File: src/sv/csvfs_pkg.sv
// ----------------------------------------------------------------------------
// csvfs_pkg
// Shared types, constants and per-byte helper functions for the CSV field
// splitter.
// ----------------------------------------------------------------------------
package csvfs_pkg;

  localparam int MAX_LINE_BYTES = 65536;
  localparam int POS_W  = $clog2(MAX_LINE_BYTES + 1);  // byte position, holds the limit
  localparam int TPOS_W = $clog2(MAX_LINE_BYTES);      // position of a tracked byte
  localparam int OFF_W  = 16;
  localparam int LEN_W  = 17;
  localparam int BYTE_W = 8;
  localparam int DATA_W = 40;                          // offset + length, byte padded

  localparam int RES_DEPTH = 4;
  localparam int RES_PTR_W = $clog2(RES_DEPTH);
  localparam int RES_CNT_W = $clog2(RES_DEPTH + 1);

  localparam logic [BYTE_W-1:0] CH_SPACE = 8'h20;
  localparam logic [BYTE_W-1:0] CH_TAB   = 8'h09;
  localparam logic [BYTE_W-1:0] CH_LF    = 8'h0A;
  localparam logic [BYTE_W-1:0] CH_CR    = 8'h0D;

  localparam logic [BYTE_W-1:0] SEP_RESET   = 8'd44;
  localparam logic [BYTE_W-1:0] QUOTE_RESET = 8'd34;

  localparam logic REG_SEPARATOR = 1'b0;
  localparam logic REG_QUOTE     = 1'b1;

  // Trackers of the field being collected.
  typedef struct packed {
    logic [POS_W-1:0]            fbegin;
    logic [BYTE_W-1:0]           first_byte;
    logic [1:0]                  fn_seen;
    logic [1:0][TPOS_W-1:0]      fn_pos;    // [0] from field start, [1] one byte later
    logic [1:0]                  ln_seen;
    logic [1:0][TPOS_W-1:0]      ln_pos;    // [0] inclusive, [1] before last non-newline
    logic                        lnn_seen;
    logic [TPOS_W-1:0]           lnn_pos;
    logic [BYTE_W-1:0]           lnn_byte;
  } field_t;

  typedef struct packed {
    logic [OFF_W-1:0] offset;
    logic [LEN_W-1:0] length;
    logic             quoted;
    logic             last;
  } result_t;

  function automatic logic is_blank(logic [BYTE_W-1:0] c);
    return (c == CH_SPACE) || (c == CH_TAB);
  endfunction

  function automatic logic is_newline(logic [BYTE_W-1:0] c);
    return (c == CH_LF) || (c == CH_CR);
  endfunction

  function automatic field_t field_clear(logic [POS_W-1:0] start);
    field_t f;
    f = '0;
    f.fbegin = start;
    return f;
  endfunction

  function automatic field_t field_track(field_t fs, logic [BYTE_W-1:0] c,
                                         logic [TPOS_W-1:0] p);
    field_t            t;
    logic [POS_W-1:0]  pw;
    logic [TPOS_W-1:0] prev_pos;
    logic              prev_seen;
    t  = fs;
    pw = {1'b0, p};
    if (pw == fs.fbegin) t.first_byte = c;
    if (!fs.fn_seen[0] && pw >= fs.fbegin && !is_blank(c)) begin
      t.fn_seen[0] = 1'b1;
      t.fn_pos[0]  = p;
    end
    if (!fs.fn_seen[1] && pw > fs.fbegin && !is_blank(c)) begin
      t.fn_seen[1] = 1'b1;
      t.fn_pos[1]  = p;
    end
    if (!is_newline(c)) begin
      prev_pos  = fs.ln_pos[0];
      prev_seen = fs.ln_seen[0];
      // a newline right before this byte counts as content
      if (pw > fs.fbegin && (!fs.lnn_seen || ({1'b0, fs.lnn_pos} + POS_W'(1)) != pw)) begin
        prev_pos  = p - TPOS_W'(1);
        prev_seen = 1'b1;
      end
      t.ln_pos[1]  = prev_pos;
      t.ln_seen[1] = prev_seen;
      if (!is_blank(c)) begin
        t.ln_pos[0]  = p;
        t.ln_seen[0] = 1'b1;
      end else begin
        t.ln_pos[0]  = prev_pos;
        t.ln_seen[0] = prev_seen;
      end
      t.lnn_seen = 1'b1;
      t.lnn_pos  = p;
      t.lnn_byte = c;
    end
    return t;
  endfunction

  function automatic result_t field_emit(field_t fs, logic [BYTE_W-1:0] qc, logic last);
    result_t          r;
    logic [POS_W-1:0] fend;
    logic [POS_W-1:0] fsize;
    logic [POS_W-1:0] stop;
    logic [POS_W-1:0] fn;
    logic [POS_W-1:0] ln;
    logic             q;
    fend  = fs.lnn_seen ? ({1'b0, fs.lnn_pos} + POS_W'(1)) : fs.fbegin;
    fsize = fend - fs.fbegin;
    q     = (fsize >= POS_W'(2)) && (fs.first_byte == qc) && (fs.lnn_byte == qc);
    stop  = fend - POS_W'(q);
    fn    = {1'b0, fs.fn_pos[q]};
    ln    = {1'b0, fs.ln_pos[q]};
    r.quoted = q;
    r.last   = last;
    if (fs.fn_seen[q] && fn < stop && fs.ln_seen[q] && ln >= fn) begin
      r.offset = fn[OFF_W-1:0];
      r.length = LEN_W'(ln - fn) + LEN_W'(1);
    end else begin
      r.offset = stop[OFF_W-1:0];
      r.length = '0;
    end
    return r;
  endfunction

endpackage

File: src/sv/csv_field_splitter.sv
// ----------------------------------------------------------------------------
// csv_field_splitter
// Splits a byte stream of delimited text lines into field descriptors.
// ----------------------------------------------------------------------------
// A field descriptor enters a four-entry result queue when the byte that closes it is accepted.
// Throughput: one byte per cycle while the queue has two free entries; a separator on the last
//   byte of a line gives two descriptors, drained one per cycle while m_tready is high.
// Reset (rst, synchronous): separator 44, quote 34, line state cleared, queue empty.
module csv_field_splitter (
  input  logic                              clk,
  input  logic                              rst,
  input  logic                              cfg_we,
  input  logic                              cfg_addr,
  input  logic [csvfs_pkg::BYTE_W-1:0]      cfg_wdata,
  input  logic                              s_tvalid,
  output logic                              s_tready,
  input  logic [csvfs_pkg::BYTE_W-1:0]      s_tdata,   // [7:0] line_byte
  input  logic                              s_tlast,   // line_end
  output logic                              m_tvalid,
  input  logic                              m_tready,
  output logic [csvfs_pkg::DATA_W-1:0]      m_tdata,   // [15:0] field_offset, [32:16] field_length
  output logic                              m_tuser,   // field_quoted
  output logic                              m_tlast    // field_last
);

  logic [csvfs_pkg::BYTE_W-1:0]    sep;
  logic [csvfs_pkg::BYTE_W-1:0]    quote;
  logic                            inq;
  logic                            qpend;
  logic                            alb;
  logic [csvfs_pkg::POS_W-1:0]     bpos;
  csvfs_pkg::field_t               fs;

  csvfs_pkg::result_t              resq [csvfs_pkg::RES_DEPTH];
  logic [csvfs_pkg::RES_PTR_W-1:0] wptr;
  logic [csvfs_pkg::RES_PTR_W-1:0] rptr;
  logic [csvfs_pkg::RES_CNT_W-1:0] cnt;

  logic                            accept;
  logic                            pop;
  logic                            active;
  logic                            handled;
  logic                            splits;
  logic                            inq_next;
  logic                            qpend_next;
  logic                            alb_next;
  csvfs_pkg::field_t               fs_tracked;
  csvfs_pkg::field_t               fs_next;
  csvfs_pkg::result_t              res0;
  csvfs_pkg::result_t              res1;
  logic [csvfs_pkg::POS_W-1:0]     bpos_inc;
  logic [1:0]                      nres;
  csvfs_pkg::result_t              head;

  assign s_tready = cnt <= csvfs_pkg::RES_CNT_W'(csvfs_pkg::RES_DEPTH - 2);
  assign accept   = s_tvalid & s_tready;
  assign m_tvalid = cnt != '0;
  assign pop      = m_tvalid & m_tready;

  assign active   = bpos < csvfs_pkg::POS_W'(csvfs_pkg::MAX_LINE_BYTES);
  assign bpos_inc = bpos + csvfs_pkg::POS_W'(1);

  // quote / separator / newline decisions for the incoming byte
  always_comb begin
    handled    = 1'b0;
    splits     = 1'b0;
    inq_next   = inq;
    qpend_next = qpend;
    alb_next   = alb;
    if (active) begin
      if (qpend) begin
        qpend_next = 1'b0;
        if (s_tdata == quote) handled = 1'b1;   // doubled quote
        else inq_next = 1'b0;
      end
      if (!handled && !alb) begin
        if (s_tdata == quote) begin
          if (inq_next) begin
            if (s_tlast) inq_next = 1'b0;
            else qpend_next = 1'b1;
          end else begin
            inq_next = 1'b1;
          end
        end else if (!inq_next) begin
          if (s_tdata == sep) splits = 1'b1;
          else if (csvfs_pkg::is_newline(s_tdata)) alb_next = 1'b1;
        end
      end
    end
  end

  assign fs_tracked = csvfs_pkg::field_track(fs, s_tdata, bpos[csvfs_pkg::TPOS_W-1:0]);

  always_comb begin
    if (!active) fs_next = fs;
    else if (splits) fs_next = csvfs_pkg::field_clear(bpos_inc);
    else fs_next = fs_tracked;
  end

  // with a split, the line's final field (if any) is empty at the next position
  always_comb begin
    res0 = csvfs_pkg::field_emit(splits ? fs : fs_next, quote, !splits);
    res1.offset = bpos_inc[csvfs_pkg::OFF_W-1:0];
    res1.length = '0;
    res1.quoted = 1'b0;
    res1.last   = 1'b1;
    if (splits) nres = s_tlast ? 2'd2 : 2'd1;
    else nres = s_tlast ? 2'd1 : 2'd0;
  end

  always_ff @(posedge clk) begin
    if (rst) begin
      sep   <= csvfs_pkg::SEP_RESET;
      quote <= csvfs_pkg::QUOTE_RESET;
    end else if (cfg_we) begin
      unique case (cfg_addr)
        csvfs_pkg::REG_SEPARATOR: sep   <= cfg_wdata;
        csvfs_pkg::REG_QUOTE:     quote <= cfg_wdata;
        default: ;
      endcase
    end
  end

  always_ff @(posedge clk) begin
    if (rst) begin
      inq   <= 1'b0;
      qpend <= 1'b0;
      alb   <= 1'b0;
      bpos  <= '0;
      fs    <= csvfs_pkg::field_clear('0);
    end else if (accept) begin
      if (s_tlast) begin
        inq   <= 1'b0;
        qpend <= 1'b0;
        alb   <= 1'b0;
        bpos  <= '0;
        fs    <= csvfs_pkg::field_clear('0);
      end else begin
        inq   <= inq_next;
        qpend <= qpend_next;
        alb   <= alb_next;
        bpos  <= active ? bpos_inc : bpos;
        fs    <= fs_next;
      end
    end
  end

  // result queue
  always_ff @(posedge clk) begin
    if (accept && nres != 2'd0) resq[wptr] <= res0;
    if (accept && nres == 2'd2) resq[wptr + csvfs_pkg::RES_PTR_W'(1)] <= res1;
  end

  always_ff @(posedge clk) begin
    if (rst) begin
      wptr <= '0;
      rptr <= '0;
      cnt  <= '0;
    end else begin
      if (accept) wptr <= wptr + csvfs_pkg::RES_PTR_W'(nres);
      if (pop) rptr <= rptr + csvfs_pkg::RES_PTR_W'(1);
      cnt <= cnt + csvfs_pkg::RES_CNT_W'(accept ? nres : 2'd0)
                 - csvfs_pkg::RES_CNT_W'(pop);
    end
  end

  assign head    = resq[rptr];
  assign m_tdata = {(csvfs_pkg::DATA_W - csvfs_pkg::OFF_W - csvfs_pkg::LEN_W)'(0),
                    head.length, head.offset};
  assign m_tuser = head.quoted;
  assign m_tlast = head.last;

endmodule

File: config.mk
export PLATFORM = sky130hd
export DESIGN_NAME = csv_field_splitter
export DESIGN_NICKNAME = d
export VERILOG_FILES = /design/src/sv/csvfs_pkg.sv /design/src/sv/csv_field_splitter.sv
export SDC_FILE = /design/constraint.sdc
export NUM_CORES = 1
export LEC_CHECK = 0
export ABC_AREA = 1
export BUFFER_PORTS_ARGS = -buffer_cell sky130_fd_sc_hd__buf_2
export CAP_MARGIN = 15
export CORE_ASPECT_RATIO = 1.5
export CORE_UTILIZATION = 30
export CTS_CLUSTER_SIZE = 24
export DETAILED_ROUTE_END_ITERATION = 10
export GPL_TIMING_DRIVEN = 0
export PLACE_DENSITY = 0.41
export SYNTH_ARGS = -nofsm -noshare
export SYNTH_HDL_FRONTEND = slang
export SYNTH_SLANG_ARGS = --single-unit
export TNS_END_PERCENT = 1
File: constraint.sdc
create_clock -name clk -period 12.45 [get_ports clk]
set_clock_uncertainty 0.05 [all_clocks]
set_input_delay 2.49 -clock clk [delete_from_list [all_inputs] [get_ports clk]]
set_output_delay 2.49 -clock clk [all_outputs]
set_load 0.02 [all_outputs]
=== Word level (Yosys, flattened, before mapping) ===
Memory sizes are Yosys's and may differ from the RTL's. A register that Yosys moved wholly into a read port is not among the register bits.
Index checks and enable logic that the tools add are counted.

* ROM bits: 0
* RAM bits: 140
* Bits in latches: 0
* Memories kept: 1
* Flip-flop bits (word level): 161
* Input bits: 23
* Output and inout bits: 44

{| class="wikitable"
|+ Memories
! memory !! depth !! bits a word !! read ports !! clocked after memory_dff !! write ports !! RTL line !! source
|-
| resq || 4 || 35 || 1 || 1 || 2 || csv_field_splitter.sv:34 || <nowiki>csvfs_pkg::result_t resq [csvfs_pkg::RES_DEPTH];</nowiki>
|}

* Equal/unequal tests: 14
* Order comparisons: 8
* $mul: 0
* Multiplexer cells: 63
* $add $sub $neg: 13
* Bitwise gates (word level): 3
* Shift-type cells: 0
* Divide/modulo/power cells: 0
* Reductions and logical operators: 32

{| class="wikitable"
|+ Operator list
! kind !! number
|-
| 2-to-1 mux 118 bit || 4
|-
| 2-to-1 mux 16 bit || 8
|-
| 2-to-1 mux 59 bit || 1
|-
| 2-to-1 mux 17 bit || 3
|-
| 2-to-1 mux 1 bit || 40
|-
| adder 16 x 1 -> 17 bit (second input constant) || 2
|-
| adder 17 x 1 -> 17 bit (second input constant) || 2
|-
| 2-to-1 mux 33 bit || 1
|-
| == test 8 bit || 4
|-
| == test 8 x 4 -> 1 bit (second input constant) || 3
|-
| == test 16 x 17 -> 1 bit || 1
|-
| >= comparator 16 x 17 -> 1 bit || 1
|-
| >= comparator 17 x 2 -> 1 bit (second input constant) || 1
|-
| greater-than comparator 16 x 17 -> 1 bit || 1
|-
| less-than comparator 16 x 17 -> 1 bit || 1
|-
| less-than comparator 17 bit (second input constant) || 1
|-
| != test 17 x 16 -> 1 bit || 1
|-
| subtractor 16 x 16 -> 17 bit || 1
|-
| subtractor 17 x 1 -> 17 bit || 1
|-
| subtractor 17 bit || 1
|-
| >= comparator 16 bit || 1
|-
| subtractor 16 x 1 -> 16 bit (second input constant) || 1
|-
| logical AND 1 bit || 13
|-
| 2-to-1 mux 2 bit || 5
|-
| 18 further kinds || 35
|}

=== Longest topological paths before layout ===
Gate-level depths: netlist of run 1.

* Word-level depth: 24
* Gate-level depth with buffers: 64
* Mapped depth without buffers: 61

=== Least setup slack after synthesis of run 1 ===
OpenSTA, ideal clock, no wires.

* Kind: input to register
* Start: input port s_tdata[2] (netlist name)
* End: memory resq[2][17] (netlist name)
* Slack: 2.449 ns
* Data arrival time: 9.891 ns
* Buffers on the path: 5
* Cell stages on the path: 52
* Cell sequence: buf_2 -> xor2_1 -> nor2_1 -> nand2_1 -> nor2_4 -> o2111ai_4 -> buf_6 -> o21ai_4 -> inv_2 -> buf_2 -> o21ai_0 -> ha_1 -> inv_1 -> fa_1 -> nand3_1 -> nand2_1 -> a21oi_1 -> o21ai_0 -> (+16 left out) -> fa_1 -> inv_1 -> nand3_1 -> nand2_1 -> a21oi_1 -> o21ai_0 -> a21oi_1 -> o21bai_1 -> nand2_1 -> nand2_1 -> a21oi_1 -> or2_2 -> o21ai_0 -> a21oi_1 -> o21ai_0 -> xor2_1 -> nand3_1 -> nand2_1

{| class="wikitable"
|+ RTL lines
! what !! RTL line !! source
|-
| from (decl) || csv_field_splitter.sv:17 || <nowiki>input logic [csvfs_pkg::BYTE_W-1:0] s_tdata,</nowiki>
|-
| to (decl) || csv_field_splitter.sv:34 ||
|}

==> results.txt, run 1 <==
status: completed
detailed placement HPWL: 76100 µm
Die Width: 221 µm
CP Max Fanout: 10
antenna-violating nets left: 0
Startpoint Class: primary input
Port Buffers: 56
ys async rst share: 0
clk slew on worst S/H paths: 0.06 ns
Synth Register Bits: 303
post_cts resized: 1
Placed Cells: 4236
CTS Buf Count: 37
Core Rows: 120
PwrDens: 139 nW/µm²
Synth Flop Type: dfxtp_1
WP buf/inv: 9
RSZ-0062 raised after global routing: false
peak supply drop: 0.0000800 V
CORE AREA: 71300 µm²
crit path DAT: 12.04 ns
die footprint: 73200 µm²
DR pass1 iterations: 5
Final period util: 0.929
diode count: 0
pin count of the biggest net entering global routing: 18
Synth Warn #: 0
most frequent cells in the layout: 974 x nand2_1, 320 x inv_1, 289 x o21ai_0, 239 x dfxtp_1
chip height: 331 µm
Req. time, crit path: 12.92 ns
Slew Limit Headroom: 0.255
Final Util: 0.340
initial antenna violation count: 0
Yosys top cell by area: dfxtp_1
DR DRC count: 0
final wirelength: 94800 µm
clk_lat worst skew: 0.59 ns
first-pass GRT wire length: 138000 µm
worst setup path category: primary input to flip-flop
cts-stage hold buffer count: 0
share of layout cells above drive strength 1: 0.0794
Max-Cap Viols: 0
min-delay worst type: flip-flop to flip-flop
sequential-to-total area share from yosys stat: 0.310
DR WL/cell: 22.0 µm
Slew Viols, Final: 0
GRT overflow: 0
Tightest Pin Transition: 1.11 ns
Sink Count: 303
post-synthesis cell count: 3256
Vias: 22254
GRT Util Overall: 0.256
most common cell after layout, fill and taps aside: nand2_1
fin crit period: 11.57 ns
worst hold margin: 0.399 ns
Area growth, synth to finish: 12.0%
Leak: 10.3 nW
io pins: 67
slowest CP cell: fa_1
Post-synth EDFFs: 64
setup bufs post-CTS: 0
vias in the first global route: 21415
Avg Cell Area, Syn: 6.64 µm²
GP Congestion: 0.930
Initial DRC Count: 1277
cell family with most CP delay: simple AND/OR/NAND/NOR gates
Non-Filler Instances: 4304
Max Clk Rate: 0.0864 GHz
root buffer cell: clkbuf_16
CTS tree: yes
top cells by area, synth: dfxtp_1 22%, nand2_1 17%, edfxtp_1 8.9%, o21ai_0 6.7%, inv_1 5.6%
Net count, final: 3490
initial core utilization: 0.303
CTS H-tree lvls: 2
post-synth top area share: 0.221
CP Capture Type: flip-flop
CP peak stage delay: 0.46 ns
Final Power: 0.00336 W
detail-routed via count per cell: 5.17
mapped cell area: 21600 µm²
Fin. Hold Viols: 0
Yosys cell types: 58
clock tree buffer depth: 3
final setup violation count: 0
most frequent CP cell: nand2_1
final timing paths:
| kind | startpoint | endpoint | slack, ns | cells past startpoint |
|---|---|---|---|---|
| worst min register to register | resq[2][12]$_SDFFE_PP0P_ | resq[2][12]$_SDFFE_PP0P_ | 0.40 | 2 |
| worst min-delay path | resq[2][12]$_SDFFE_PP0P_ | resq[2][12]$_SDFFE_PP0P_ | 0.40 | 2 |
| worst max-delay path | s_tdata[2] | resq[3][17]$_SDFFE_PP0P_ | 0.88 | 52 |
| worst max register to register | bpos[5]$_SDFFE_PP0P_ | resq[3][17]$_SDFFE_PP0P_ | 2.50 | 51 |
power breakdown:
group          total, W  internal [W]  switching [W]
Sequential      0.00113       0.00108      0.0000460
Combinational   0.00118      0.000337       0.000845
Clock           0.00105      0.000573       0.000473
Total           0.00336       0.00199        0.00136
cell type report:
type                            instances  area [µm²]
Multi-Input combinational cell       2437       12800
Tap cell                              915        1140
Sequential cell                       303        6710
Fill cell                            7870       47100
Timing Repair Buffer                   62         318
Clock inverter                         14        82.6
Buffer                                182         836
Inverter                              340        1280
Clock buffer                           51        1020
registers in the layout, summed over array words and instances, names as in the netlist, named ones only:
name and flops:
alb 1, bpos 17, cnt 3, fs 118, inq 1, qpend 1
quote 8, resq 140, rptr 2, sep 8, wptr 2
layer usage:
layer  vias to the layer above  share of wire  track usage
met5                         -              0            0
met4                         0          0.060        0.148
met3                       194          0.036       0.0272
met2                       605           0.53        0.500
met1                     10529           0.37        0.263
li1                      10926              -            -
worst min-delay path, stage by stage (launching register included):
cell	delay [ns]
dfxtp_1	0.31
nand2_1	0.06
nand2_1	0.04
cells by family (layout without fill, tap and decap cells):
group                      Yosys count  after routing  share of synthesized area
xor gates and xnor gates            91             91                     0.0369
adders and majority gates          104            104                     0.0636
AOI/OAI and AO/OA                  716            716                      0.189
and+or+nand+nor                   1519           1519                      0.303
DFF                                303            303                      0.310
other                                1              7                   0.000173
buffers and inverters              522            649                     0.0975
stage by stage:
step	TNS (ns)	setup WS (ns)	area, µm²
floorplan	0	2.45	21600
global placement	-30.50	-0.756	23100
detailed placement	-35.15	-0.785	23100
global route	0	0.0200	24200
CTS	0	0.102	24200
finish	0	0.879	24200
cell usage after synthesis, types with 11 or more instances:
cell,instances
a21oi_1,219
buf_1,11
buf_2,22
clkbuf_1,129
dfxtp_1,239
edfxtp_1,64
ha_1,94
inv_1,320
inv_2,13
nand2_1,974
nand2_2,36
nand3_1,176
nand4_1,29
nor2_1,219
nor2_8,11
nor3_1,24
o2111ai_1,11
o211ai_1,86
o21ai_0,290
o21ai_1,13
o22ai_1,42
xnor2_1,14
xor2_1,77
Power figures use the tool's default switching activity.
==> run 2, diff against run 1 <==
==> constraint.sdc (replaced) <==
create_clock -name clk -period 11.3 [get_ports clk]
set_clock_uncertainty 0.05 [all_clocks]
set_input_delay 2.26 -clock clk [delete_from_list [all_inputs] [get_ports clk]]
set_output_delay 2.26 -clock clk [all_outputs]
set_load 0.02 [all_outputs]
==> run 2 against run 1 <==
Effect of this change:
- count of clock-buffer cells in the layout is the same
- sequential share of layout area shrank 0.11 points
- sequential power rose by 9.7%
- sequential cell count did not move
- cell count is essentially flat
- die area is the same
- combinational power up 11%
- register-to-register slack got worse by 0.51 ns
- critical path depth unchanged
- wire length rose by 0.11%
- critical path type unchanged
- critical endpoint unchanged
==> results.txt, run 2 (synthesized netlist as in run 1, its figures left out) <==
status: completed
most frequent CP cell: nand2_1
Placed Area: 23100 µm² (unchanged)
diode count: 0 (unchanged)
DR DRC count: 0 (unchanged)
cts-stage hold buffer count: 0 (unchanged)
combinational share of power: 0.354 (+0.002)
DR pass1 iterations: 7 (+2)
antenna-violating nets left: 0 (unchanged)
Most Crowded Layer GR: met2
die footprint: 73200 µm² (unchanged)
Non-Filler Instances: 4308 (+0.093%)
DR WL/cell: 22.0 µm (about the same)
CP Capture Type: flip-flop
switching share of power: 0.406 (about the same)
Sink Count: 303 (unchanged)
CP peak stage delay: 0.39 ns (-0.07 ns)
slowest CP cell: ha_1
Final period util: 0.935
Clock Power Share: 0.311 (about the same)
Die Width: 221 µm (unchanged)
PwrDens: 152 nW/µm² (+10%)
share of layout cells above drive strength 1: 0.0837 (+0.00433)
finished layout cell area: 24300 µm² (+0.38%)
final wirelength: 94900 µm (+0.11%)
Top reg by flops: resq
io pins: 67 (unchanged)
Regs by FF count: resq x140, fs x118, bpos x17
Initial DRC Count: 1318 (+3.2%)
max FFs per register: 140 (unchanged)
GRT Util Overall: 0.256 (unchanged)
Req. time, crit path: 11.77 ns (-1.15 ns)
CTS Buf Count: 37 (unchanged)
detail-routed via count per cell: 5.18 (+0.17%)
met1 Use GR: 0.263 (unchanged)
Startpoint Class: primary input
Final Power: 0.00371 W (+10%)
CTS H-tree lvls: 2 (unchanged)
most common cell after layout, fill and taps aside: nand2_1
met2 Usage GRT: 0.500 (unchanged)
Net count, final: 3494 (+0.11%)
clk_lat worst skew: 0.60 ns (about the same)
Tightest Pin Transition: 1.08 ns (-0.0231 ns)
CORE AREA: 71300 µm² (unchanged)
vias in the first global route: 21415 (unchanged)
Psw: 0.00151 W (+10%)
Max Clk Rate: 0.0947 GHz
Slew Limit Headroom: 0.271 (+0.0156)
Area growth, synth to finish: 12.4%
Core Rows: 120 (unchanged)
Leak: 10.4 nW (+0.27%)
GR Util met3: 0.0272 (unchanged)
GRT overflow: 0 (unchanged)
worst setup path category: primary input to flip-flop
Port Buffers: 56 (unchanged)
initial core utilization: 0.303 (unchanged)
fin crit period: 10.56 ns
clock tree buffer depth: 3 (unchanged)
Placed Cells: 4236 (unchanged)
CTS tree: yes
first-pass GRT wire length: 138000 µm (unchanged)
Fin. Hold Viols: 0 (unchanged)
crit path DAT: 11.04 ns (-1.00 ns)
most frequent cells in the layout: 971 x nand2_1, 320 x inv_1, 283 x o21ai_0, 239 x dfxtp_1
initial antenna violation count: 0 (unchanged)
root buffer cell: clkbuf_16
CP Max Fanout: 10 (unchanged)
GP Congestion: 0.930 (unchanged)
clk slew on worst S/H paths: 0.06 ns (about the same)
Slew Viols, Final: 0 (unchanged)
pin count of the biggest net entering global routing: 18 (unchanged)
sequential power share: 0.335 (about the same)
final setup violation count: 0 (unchanged)
peak supply drop: 0.0000881 V (+10%)
chip height: 331 µm (unchanged)
min-delay worst type: flip-flop to flip-flop
Max-Cap Viols: 0 (unchanged)
P_int: 0.00220 W (+10%)
Vias: 22312 (+0.26%)
detailed placement HPWL: 76100 µm (unchanged)
run 2: changes by cell type in the layout (fill, tap and decap cells not counted), sizes merged:
cell    before  now
buf        113  118
clkbuf     182  181
run 2: area by class of cell:
class                      instances  area [µm²]
buffer                           182         843
fill                            7871       47000
clock buffer                      51        1020
sequential                       303        6710
tap                              915        1140
inverter                         340        1280
timing repair buffer              66         348
multi-input combinational       2437       12900
clock inverter                    14        82.6
run 2: per-layer routing:
metal  part of all wire  vias to the layer above
met1               0.37                    10495
met5                  0                        -
met3              0.039                      204
met2               0.53                      672
li1                   -                    10941
met4              0.062                        0
run 2: timing repair:
| action | 4_1_cts | 5_1_grt |
|---|---|---|
| endpoints found under the setup margin | 132 | 64 |
| setup buffers | 0 | 4 |
| gates resized for setup | 6 | 24 |
| pin swaps | 0 | 3 |
| hold endpoints to repair | 0 | 0 |
run 2: worst max-delay path: cells and delay by family:
kind | cells | cell delay, ns
XOR/XNOR | 3 | 0.50
buffers and inverters | 7 | 1.30
AO/OA/AOI/OAI | 16 | 2.60
adder cells (fa/ha/maj) | 5 | 1.46
AND/OR/NAND/NOR | 21 | 2.90
run 2: final timing paths:
kind / start / endpoint / slack (ns) / cells after the start
worst max register to register: bpos[4]$_SDFFE_PP0P_ / resq[3][17]$_SDFFE_PP0P_ / 1.99 / 49
worst min register to register: resq[2][12]$_SDFFE_PP0P_ / resq[2][12]$_SDFFE_PP0P_ / 0.40 / 2
worst min-delay path: resq[2][12]$_SDFFE_PP0P_ / resq[2][12]$_SDFFE_PP0P_ / 0.40 / 2
worst max-delay path: s_tdata[2] / resq[3][17]$_SDFFE_PP0P_ / 0.74 / 52
run 2: per-stage QoR:
step / hold slack, ns / setup TNS (ns) / worst slack, ns / util
6_report: 0.397 / 0 / 0.738 / 0.341
4_1_cts: 0.399 / 0 / 0.00560 / 0.339
5_1_grt: 0.410 / -0.00944 / -0.00944 / 0.341
3_5_place_dp: 0.384 / -156.59 / -1.70 / 0.324
3_3_place_gp: 0.382 / -151.94 / -1.68 / 0.324
2_1_floorplan: 0.371 / 0 / 1.53 / -
run 2: power groups by stage:
| stage | logic, W | clock network, W | registers, W |
|---|---|---|---|
| 2_1_floorplan | 0.000879 | 0 | 0.00125 |
| 3_3_place_gp | 0.00129 | 0 | 0.00126 |
| 3_5_place_dp | 0.00131 | 0 | 0.00126 |
| 4_1_cts | 0.00131 | 0.00119 | 0.00124 |
| 5_1_grt | 0.00144 | 0.00122 | 0.00125 |
| 6_report | 0.00131 | 0.00115 | 0.00124 |
==> run 3, diff against run 2 <==
--- a/config.mk
+++ b/config.mk
@@ -9,11 +9,12 @@
 export BUFFER_PORTS_ARGS = -buffer_cell sky130_fd_sc_hd__buf_2
 export CAP_MARGIN = 15
 export CORE_ASPECT_RATIO = 1.5
-export CORE_UTILIZATION = 30
+export CORE_UTILIZATION = 55
 export CTS_CLUSTER_SIZE = 24
 export DETAILED_ROUTE_END_ITERATION = 10
 export GPL_TIMING_DRIVEN = 0
-export PLACE_DENSITY = 0.41
+export PLACE_DENSITY = 0.69
+export REMOVE_ABC_BUFFERS = 1
 export SYNTH_ARGS = -nofsm -noshare
 export SYNTH_HDL_FRONTEND = slang
 export SYNTH_SLANG_ARGS = --single-unit
==> run 3 against run 2 <==
Effect of this change:
- first-iteration DRC count is 41% higher
- cell count shrank 13%
- count of clock-buffer cells in the layout shrank 12
- non-clock buffer count fell by 155
- clock power shrank 4%
- register-to-register slack got worse by 0.57 ns
- sequential share of layout area increased by 0.95 points
- critical path type unchanged
- critical endpoint is now resq[1][33]$_DFFE_PP_
==> results.txt, run 3 (synthesized netlist as in run 1, its figures left out) <==
P_int: 0.00220 W (-0.26%)
CTS Buf Count: 31 (-16%)
first-pass GRT wire length: 111000 µm (-20%)
Fin. Hold Viols: 0 (unchanged)
clk_lat worst skew: 0.60 ns (about the same)
Reg2Reg Launch Point: bpos[16]$_SDFFE_PP0P_
Slew Limit Headroom: 0.266 (-0.00464)
diode count: 0 (unchanged)
r2r setup slk: 1.42 ns (-0.57 ns)
status: completed
most frequent CP cell: nand2_1
max FFs per register: 140 (unchanged)
Psw: 0.00136 W (-9.5%)
Top reg by flops: resq
peak supply drop: 0.000169 V (+92%)
DR WL/cell: 19.4 µm (-12%)
Final period util: 0.956 (+0.0215)
Fillers: 3701 (-53%)
Core Rows: 88 (-27%)
GP Congestion: 0.960 (+3.2%)
hold endpoint: resq[1][13]$_SDFFE_PP0P_
PwrDens: 151 nW/µm² (-0.74%)
Final Power: 0.00356 W (-4.0%)
GRT overflow: 0 (unchanged)
detail-routed via count per cell: 5.89 (+14%)
CP peak stage delay: 0.65 ns (+0.26 ns)
sequential power share: 0.353 (+0.018)
pre-CTS WS: -2.67 ns (-0.967 ns)
crit path DAT: 11.21 ns (+0.17 ns)
root buffer cell: clkbuf_16
final wirelength: 72200 µm (-24%)
pin count of the biggest net entering global routing: 106 (+88)
min-delay worst type: flip-flop to flip-flop
worst setup path category: primary input to flip-flop
area of the multi-input gates: 13000 µm² (+1.1%)
Area growth, synth to finish: 8.72%
detailed placement HPWL: 49900 µm (-34%)
share of layout cells above drive strength 1: 0.0868 (+0.00311)
flip-flop and latch area: 6710 µm² (about the same)
Clock Power Share: 0.308 (-0.003)
Initial DRC Count: 1856 (+41%)
die footprint: 40100 µm² (-45%)
Req. time, crit path: 11.70 ns (-0.07 ns)
Max-Cap Viols: 0 (unchanged)
most common cell after layout, fill and taps aside: nand2_1
Regs by FF count: resq x140, fs x118, bpos x17
Port Buffers: 59 (+5.4%)
CP Max Fanout: 41 (+31)
fin crit period: 10.80 ns (+0.243 ns)
GRT Util Overall: 0.354 (+0.0985)
clock tree buffer depth: 3 (unchanged)
Max Clk Rate: 0.0926 GHz (-2.2%)
Net count, final: 3340 (-4.4%)
setup ws final: 0.495 ns (-0.243 ns)
most frequent cells in the layout: 973 x nand2_1, 317 x inv_1, 285 x o21ai_0, 237 x dfxtp_1, 219 x a21oi_1
Startpoint Class: primary input
Tightest Pin Transition: 1.10 ns (+0.0184 ns)
worst hold margin: 0.400 ns (+0.00212 ns)
io pins: 67 (unchanged)
DR pass1 iterations: 9 (+2)
chip height: 245 µm (-26%)
initial antenna violation count: 0 (unchanged)
Vias: 21995 (-1.4%)
final setup violation count: 0 (unchanged)
r2r endpoint: resq[1][33]$_DFFE_PP_
CORE AREA: 38600 µm² (-46%)
reg2reg path depth: 40 (-18%)
Die Width: 164 µm (-26%)
Leak: 10.2 nW (-1.5%)
initial core utilization: 0.560 (+0.256)
Slew Viols, Final: 0 (unchanged)
CTS H-tree lvls: 1 (-1)
Sink Count: 303 (unchanged)
DR DRC count: 0 (unchanged)
combinational share of power: 0.339 (-0.015)
hold path depth: 2 (unchanged)
CTS tree: yes
hold_sp: resq[1][13]$_SDFFE_PP0P_
clk slew on worst S/H paths: 0.06 ns (about the same)
vias in the first global route: 20772 (-3.0%)
slowest CP cell: clkinvlp_2
CP Capture Type: flip-flop
antenna-violating nets left: 0 (unchanged)
switching share of power: 0.383 (-0.0232)
[run 3: cell count changes in the layout (fill, tap and decap cells not counted), sizes merged]
| cell | delta |
|---|---|
| clkbuf | -142 |
| buf | -25 |
| nand2 | +5 |
| bufinv | +4 |
| clkinv | +1 |
| clkinvlp | +1 |
| inv | -1 |
| o2111ai | +1 |
[run 3: timing repair]
action                                  CTS  global route
gates resized for setup                   9             9
pin swaps                                 2             4
buffers inserted                          3             4
gates cloned                              4             3
endpoints found under the setup margin  132           132
hold buffers                              0             0
[run 3: worst max path at each step]
stage,from,endpoint,slack (ns),cells past startpoint
after CTS,s_tdata[6],resq[0][17]$_SDFFE_PP0P_,0.08,50
after detailed placement,s_tdata[6],resq[1][33]$_DFFE_PP_,-2.67,40
final,s_tdata[6],resq[1][33]$_DFFE_PP_,0.50,40
after floorplan,s_tdata[6],resq[2][17]$_SDFFE_PP0P_,0.90,48
after global placement,bpos[16]$_SDFFE_PP0P_,resq[0][33]$_DFFE_PP_,-2.73,40
after global routing,s_tdata[1],resq[2][18]$_SDFFE_PP0P_,-0.04,60
[run 3: power by group through the flow]
stage                     logic [W]  clock network (W)  registers, W
after floorplan            0.000818                  0       0.00126
after global placement      0.00111                  0       0.00128
after detailed placement    0.00117                  0       0.00128
after CTS                   0.00118            0.00110       0.00125
after global routing        0.00133            0.00115       0.00127
final                       0.00121            0.00110       0.00126
[run 3: final cells by class]
cell class | instances | share of cell area
repair buffers | 93 | 0.0336
flip-flops and latches | 303 | 0.285
clock inverters | 18 | 0.00846
well taps | 495 | 0.0263
multi-input cells | 2443 | 0.554
repair inverters | 1 | 0.000213
inverters | 340 | 0.0549
clock buffers | 39 | 0.0368
[run 3: critical path: cells and delay by family]
| kind | cells | cell delay (ns) |
|---|---|---|
| adders and majority gates | 3 | 1.13 |
| and+or+nand+nor | 20 | 3.57 |
| xor gates and xnor gates | 1 | 0.15 |
| buffers and inverters | 6 | 1.48 |
| AOI/OAI and AO/OA | 10 | 2.54 |
[run 3: per-layer routing]
| layer | global-route usage | vias to the layer above | part of all wire |
|---|---|---|---|
| met4 | 0.232 | 0 | 0.069 |
| met5 | 0 | - | 0 |
| met1 | 0.399 | 10219 | 0.37 |
| met2 | 0.623 | 940 | 0.49 |
| met3 | 0.0421 | 227 | 0.069 |
| li1 | - | 10609 | - |
[run 3: metrics by stage]
step	instance area, µm²	instances	setup TNS, ns	utilization
after floorplan	20800	3080	0	-
after global placement	21700	3634	-636.35	0.562
after detailed placement	22200	3659	-339.78	0.575
after CTS	23400	3723	0	0.605
after global routing	23500	3732	-0.135	0.608
final	23500	3732	0	0.608
